--- config.mk ---
export PLATFORM = sky130hd
export DESIGN_NAME = acr_front
export DESIGN_NICKNAME = d
export VERILOG_FILES = /design/src/design/acr_pkg.sv /design/src/design/acr_front.sv
export SDC_FILE = /design/constraint.sdc
export NUM_CORES = 1
export LEC_CHECK = 0
export ABC_AREA = 1
export BUFFER_PORTS_ARGS = -buffer_cell sky130_fd_sc_hd__buf_2
export CAP_MARGIN = 15
export CORE_MARGIN = 2
export CORE_UTILIZATION = 35
export DETAILED_ROUTE_END_ITERATION = 10
export SLEW_MARGIN = 0
export SYNTH_ARGS = -nofsm -noshare
export SYNTH_HDL_FRONTEND = slang
export SYNTH_SLANG_ARGS = --single-unit
--- constraint.sdc ---
create_clock -name clock -period 14.4 [get_ports clock]
set_clock_uncertainty 0.2 [all_clocks]
set_input_delay 1.44 -clock clock [delete_from_list [all_inputs] [get_ports clock]]
set_output_delay 1.44 -clock clock [all_outputs]
set_load 0.05 [all_outputs]
--- src/design/acr_pkg.sv ---
// ----------------------------------------------------------------------------
// acr_pkg: shared types and constants of the capture ring
// Request kinds, register indexes, frame store sizes and the structs passed
// between the front, the back and the top level.
// ----------------------------------------------------------------------------
`default_nettype none
package acr_pkg;

   localparam int DEPTH    = 4096;
   localparam int ADDR_W   = 12;
   localparam int CNT_W    = 13;
   localparam int SAMPLE_W = 24;
   localparam int ACC_W    = 60;
   localparam int DIV_W    = 14;
   localparam int ROOT_W   = 48;
   localparam int RATIO_W  = 17;

   localparam logic [1:0] KIND_PUSH  = 2'd0;
   localparam logic [1:0] KIND_STATS = 2'd1;
   localparam logic [1:0] KIND_READ  = 2'd2;
   localparam logic [1:0] KIND_NONE  = 2'd3;

   localparam logic [1:0] CSR_CAPACITY  = 2'd0;
   localparam logic [1:0] CSR_CHANNELS  = 2'd1;
   localparam logic [1:0] CSR_THRESHOLD = 2'd2;

   localparam logic [CNT_W-1:0] CAPACITY_RESET  = 13'd4096;
   localparam logic [1:0]       CHANNELS_RESET  = 2'd2;
   localparam logic [22:0]      THRESHOLD_RESET = 23'd8;

   typedef struct packed {
      logic [CNT_W-1:0] capacity;
      logic [1:0]       active_channels;
      logic [22:0]      silence_threshold;
   } cfg_type;

   typedef struct packed {
      logic [1:0]                 kind;
      logic signed [SAMPLE_W-1:0] main_left;
      logic signed [SAMPLE_W-1:0] main_right;
      logic signed [SAMPLE_W-1:0] side_left;
      logic signed [SAMPLE_W-1:0] side_right;
      logic                       side_valid;
      logic [CNT_W-1:0]           request_count;
      logic [ADDR_W-1:0]          read_offset;
   } cmd_type;

   typedef struct packed {
      logic [CNT_W-1:0]           window_frames;
      logic                       side_all_present;
      logic [SAMPLE_W-1:0]        main_rms;
      logic [SAMPLE_W-1:0]        side_rms;
      logic [RATIO_W-1:0]         valid_ratio;
      logic signed [SAMPLE_W-1:0] out_main_left;
      logic signed [SAMPLE_W-1:0] out_main_right;
      logic signed [SAMPLE_W-1:0] out_side_left;
      logic signed [SAMPLE_W-1:0] out_side_right;
      logic                       out_of_window;
   } result_type;

endpackage
`default_nettype wire

--- src/design/acr_front.sv ---
// ----------------------------------------------------------------------------
// acr_front: request intake and command queue
// Decodes the request kind, drops none-kind requests and holds up to two
// commands for the back end.
// ----------------------------------------------------------------------------
`default_nettype none
module acr_front (
   input  wire logic             clock,
   input  wire logic             reset,
   input  wire logic             in_valid,
   output logic                  in_ready,
   input  wire acr_pkg::cmd_type in_cmd,
   output logic                  q_valid,
   output acr_pkg::cmd_type      q_cmd,
   input  wire logic             q_pop
);
   import acr_pkg::*;

   cmd_type    slot_ff [2];
   logic       wr_ptr_ff, wr_ptr_in;
   logic       rd_ptr_ff, rd_ptr_in;
   logic [1:0] count_ff, count_in;
   logic       push_q;
   logic       pop_q;

   assign in_ready = (count_ff != 2'd2);
   assign push_q   = in_valid && in_ready && (in_cmd.kind != KIND_NONE);
   assign pop_q    = q_pop && (count_ff != 2'd0);
   assign q_valid  = (count_ff != 2'd0);
   assign q_cmd    = slot_ff[rd_ptr_ff];

   always_comb begin
      wr_ptr_in = push_q ? ~wr_ptr_ff : wr_ptr_ff;
      rd_ptr_in = pop_q ? ~rd_ptr_ff : rd_ptr_ff;
      count_in  = count_ff + {1'b0, push_q} - {1'b0, pop_q};
   end

   always_ff @(posedge clock) begin
      if (reset) begin
         wr_ptr_ff <= 1'b0;
         rd_ptr_ff <= 1'b0;
         count_ff  <= 2'd0;
      end else begin
         wr_ptr_ff <= wr_ptr_in;
         rd_ptr_ff <= rd_ptr_in;
         count_ff  <= count_in;
      end
   end

   always_ff @(posedge clock) begin
      if (push_q) begin
         slot_ff[wr_ptr_ff] <= in_cmd;
      end
   end

endmodule
`default_nettype wire

Word level (Yosys, flattened, before mapping)
Memory sizes are Yosys's and may differ from the RTL's. A register that Yosys moved wholly into a read port is not among the register bits.
Index checks and enable logic that the tools add are counted.
{"block": "classes", "n_addsub": 2, "mul": 0, "n_div": 0, "n_lt_le_gt_ge": 0, "n_eq_ne": 2, "n_shift": 0, "muxes": 4, "n_bitwise": 2, "n_reduce_logical": 4}
{"operator": "2-to-1 mux 1 bit", "count": 4}
{"operator": "inequality test 2 bit, second input constant", "count": 2}
{"operator": "logical AND 1 bit", "count": 3}
{"operator": "adder 2 x 1 -> 2 bit", "count": 1}
{"operator": "inverter 1 bit", "count": 2}
{"operator": "nonzero test 2 bit", "count": 1}
{"operator": "subtractor 2 x 1 -> 2 bit", "count": 1}
{"block": "totals", "reg_bits": 4, "latch_bits": 0, "ram_bits": 248, "mem_bits_ro": 0, "inputBits": 128, "out_inout_bits": 126, "word_cells": 18, "n_memories": 1}
{"name": "slot_ff", "words": 2, "word_bits": 124, "read_ports": 1, "rd_clocked_by_memory_dff": 1, "write_ports": 1, "line_no": "acr_front.sv:19", "rtl": "cmd_type slot_ff [2];"}

Longest topological paths before layout
{"block": "depth", "depth_word": 5, "mapped_depth": 11, "depth_no_buf": 11}

Worst setup path before layout
Ideal clock, no wire load.
{"block": "synth_path", "path_type": "input -> register", "from": "input in_cmd[122] in the netlist's numbering", "to": "memory slot_ff[0][0] in the netlist's numbering (enable)", "setup_time_ns": 0.609, "arrival_time_ns": 6.824, "t_required_ns": 13.591, "slack_ns": 6.767, "stages": 3, "n_path_buf": 0, "path_cell_list": "nand2_1 > nand3_1 > nor2_1"}
{"block": "synth_via", "elab_chain_cells": 4}
{"item": "from (decl)", "line_no": "acr_front.sv:12", "rtl": "input wire acr_pkg::cmd_type in_cmd,"}
{"item": "inequality test 2 bit", "line_no": "acr_front.sv:27", "rtl": "assign push_q = in_valid && in_ready && (in_cmd.kind != KIND_NONE);"}
{"item": "logical AND 1 bit", "line_no": "acr_front.sv:27"}
{"item": "2-to-1 mux 1 bit", "line_no": "acr_front.sv:51", "rtl": "if (push_q) begin"}
{"item": "2-to-1 mux 1 bit (not written as such)", "line_no": "acr_front.sv:52", "rtl": "slot_ff[wr_ptr_ff] <= in_cmd;"}
{"item": "to (decl)", "line_no": "acr_front.sv:19"}
No other way between the ends.

==> impl_metrics.yaml <==
run_status:
  status: "completed"
yosys:
  ys_warn_count: 0
  synthFlopType: "edfxtp_1"
  yosys.area_share.adder_pct: 0.2649
  synth_nets: 555
  ys_seq_elements: 253
  yosysUniqueCellTypes: 14
  yosysMostFrequentCell: "edfxtp_1"
  synthXorXnorAreaFrac_pct: 0
  seq_area_frac_synth_pct: 79.90
  synthSimpleGateAreaFrac_pct: 0.8610
  yosysTopAreaCell: "edfxtp_1"
  synthCells: 425
  synth_compound_area_share_pct: 0.1325
  ys_top_cells_by_count: "edfxtp_1, mux2_2, mux2_4"
  synthTopCellsByArea: "edfxtp_1, mux2_4, mux2_2, dfxtp_1, buf_6"
  syn_area_um2: 9445
  synth_top_family_by_area: "multiplexers"
  syn_avg_cell_area_um2: 22.22
  async_reset_ff_share_pct: 0
  synth_top_area_share_pct: 78.84
  synth_edf_count: 248
  synth_mux_area_share_pct: 17.17
floorplan:
  fp.dieArea_um2: 28320
  core_area_um2: 26730
  die_x_um: 168.3
  rows: 60
  start_util_pct: 35.34
  boundaryPins: 254
  fp.dieH_um: 168.3
timing:
  setup_ws_ns: 9.676
  fin_crit_ns: 4.724
  finalCritPeriodShare_pct: 32.80
  final.setup.tns_ns: 0
  rsz0062_at_grt: "false"
  max_freq_mhz: 211.7
  tightest_slew_ns: 1.011
  relSlewSlack_pct: 32.61
  final_max_slew_viol_count: 0
  hold_viol: 0
  setup_viol: 0
setup_path:
  path_delay_family: "buffers and inverters"
  required_ns: 12.76
  endpoint_kind: "output port"
  cp-start-kind: "flop"
  critPathKind: "reg -> out"
  cp.arrival_ns: 3.08
  r2r_end: "slot_ff[1][110]"
  cp_slowest_stage_delay_ns: 0.99
  crit_fanout: 71
  rr_worst_depth: 5
  regToRegStartpoint: "count_ff[0]"
  slowest_stage: "dfxtp_4"
  reg2reg_slack_ns: 11.63
  path_cells: "buf_4 -> mux2_2 -> buf_2"
  cp_num_buf_inv: 2
placement:
  place_ws_ns: 10.16
  hpwl_um: 11500
  portBuffers: 253
  place_congestion: 0.7130
clock_network:
  cts-htree-levels: 1
  cts_tree: "built"
  clock_path_buffers: 3
  cts.clk_slew.worst_paths_ns: 0.06
  cts.sinks: 253
  cts_made_buffers: 28
  post-cts-setup-buffer-count: 0
  worstSkewPairLatency_ns: 0.52
  cts_hold_buf: 0
  cts_resized: 0
  root_buffer: "clkbuf_16"
routing:
  drc_errors: 0
  via_per_inst: 4.470
  drtAntennaViolNets: 0
  wl_per_cell_um: 16.52
  dr.pass1.iters: 4
  drt_wl_total_um: 17510
  vias: 4738
  drtIter0Drc: 197
global_routing:
  grt_max_degree: 72
  antenna_found_initial: 2
  grt_usage_pct: 11.70
  grt_pass1_wl_um: 26320
  grt-ovfl-total: 0
  grt_pass1_vias: 5054
power:
  p_seq_share_pct: 41.4
  power.leakage_nw: 4.531
  p_per_area_nw_per_um2: 192.0
  p_total_mw: 2.283
  swShare_pct: 35.12
  pwr-share-comb_pct: 31.0
  intPower_mw: 1.481
  irDropWorstVdd_mv: 0.1332
  p_switching_uw: 801.8
  power_frac_clock_pct: 27.6
layout:
  multi_input_comb_area_um2: 1748
  syn_to_final_growth_pct: 25.91
  fill_cells: 2351
  final_util_pct: 44.50
  antennaDiodeCount: 0
  fin_nets: 828
  drive_gt1_share_pct: 58.83
  seqCellArea_um2: 7551
min_path:
  hold_depth: 2
  hold_class: "reg -> reg"
  hp-start: "rd_ptr_ff"
job:
  drv_cap: 0
==> per-layer routing <==
| layer | share of wire (%) | GRT usage (%) |
|---|---|---|
| met5 | 0.069 | 0 |
| met4 | 2.2 | 3.298 |
| met3 | 10 | 4.843 |
| met2 | 49 | 20.16 |
| met1 | 39 | 13.41 |
==> layout by cell type (no fill, tap or decap) <==
cell type and n:
dfxtp_1 4, inv_4 1, nor2_4 1, inv_6 1, clkbuf_1 5, mux2_2 64
nor2_1 6, inv_1 9, a21oi_1 1, clkinv_1 7, nand3_1 3, buf_4 4
clkinv_2 7, buf_2 253, dfxtp_4 1, clkbuf_16 29, mux2_4 60, nand4_1 1
clkinvlp_4 1, ha_1 2, nand2_1 9, clkinv_4 1, o21a_1 1, edfxtp_1 248
==> cell type report <==
cell class,instances,share of cell area (%)
inverter,10,0.3367
sequential,253,63.49
clock buffer,34,6.260
multi-input combinational,148,14.70
tap,341,3.588
timing repair buffer,257,10.90
clock inverter,17,0.7259
==> power groups by stage <==
| stage | Clock, mW | Sequential, mW | Combinational [mW] |
|---|---|---|---|
| global route | 0.681 | 0.954 | 0.740 |
| global placement | 0 | 0.956 | 0.706 |
| floorplan | 0 | 0.943 | 0.598 |
| finish | 0.631 | 0.945 | 0.707 |
| CTS | 0.654 | 0.947 | 0.715 |
| detailed placement | 0 | 0.962 | 0.713 |
==> registers in the layout, indices dropped and copies added, names as in the netlist, named ones only <==
signal,cells
count_ff,2
slot_ff,248
rd_ptr_ff,1
wr_ptr_ff,1
==> per-stage QoR <==
stage / std cells / hold WS, ns / instance area [um2]
after CTS: 1060 / 0.3260 / 11890
final: 1060 / 0.3251 / 11890
after global placement: 1009 / 0.2701 / 11060
after detailed placement: 1009 / 0.3121 / 11060
after global routing: 1060 / 0.3696 / 11890
after floorplan: 425 / 0.2514 / 9445
==> worst max path at each step <==
stage | startpoint | end | slack (ns) | cells past startpoint
2_1_floorplan | in_cmd[122] | slot_ff[0][0] | 6.77 | 3
3_3_place_gp | flop | q_cmd[1] | 10.22 | 3
3_5_place_dp | flop | q_cmd[1] | 10.16 | 3
4_1_cts | flop | q_cmd[1] | 9.58 | 3
5_1_grt | flop | q_cmd[2] | 9.47 | 3
6_report | flop | q_cmd[1] | 9.68 | 3
==> logic make-up after synthesis <==
family,count (synthesis)
buffers and inverters,24
AO/OA/AOI/OAI,2
flip-flops,253
adder cells (fa/ha/maj),2
multiplexers,124
AND/OR/NAND/NOR,20
==> worst register-to-register path, cell delays in order (launching register included) <==
cell and delay, ns:
dfxtp_1 0.35, inv_1 0.07, nand2_1 0.10, nand4_1 0.17
inv_4 0.58, buf_4 0.83
(Power assumes the default switching activity.)
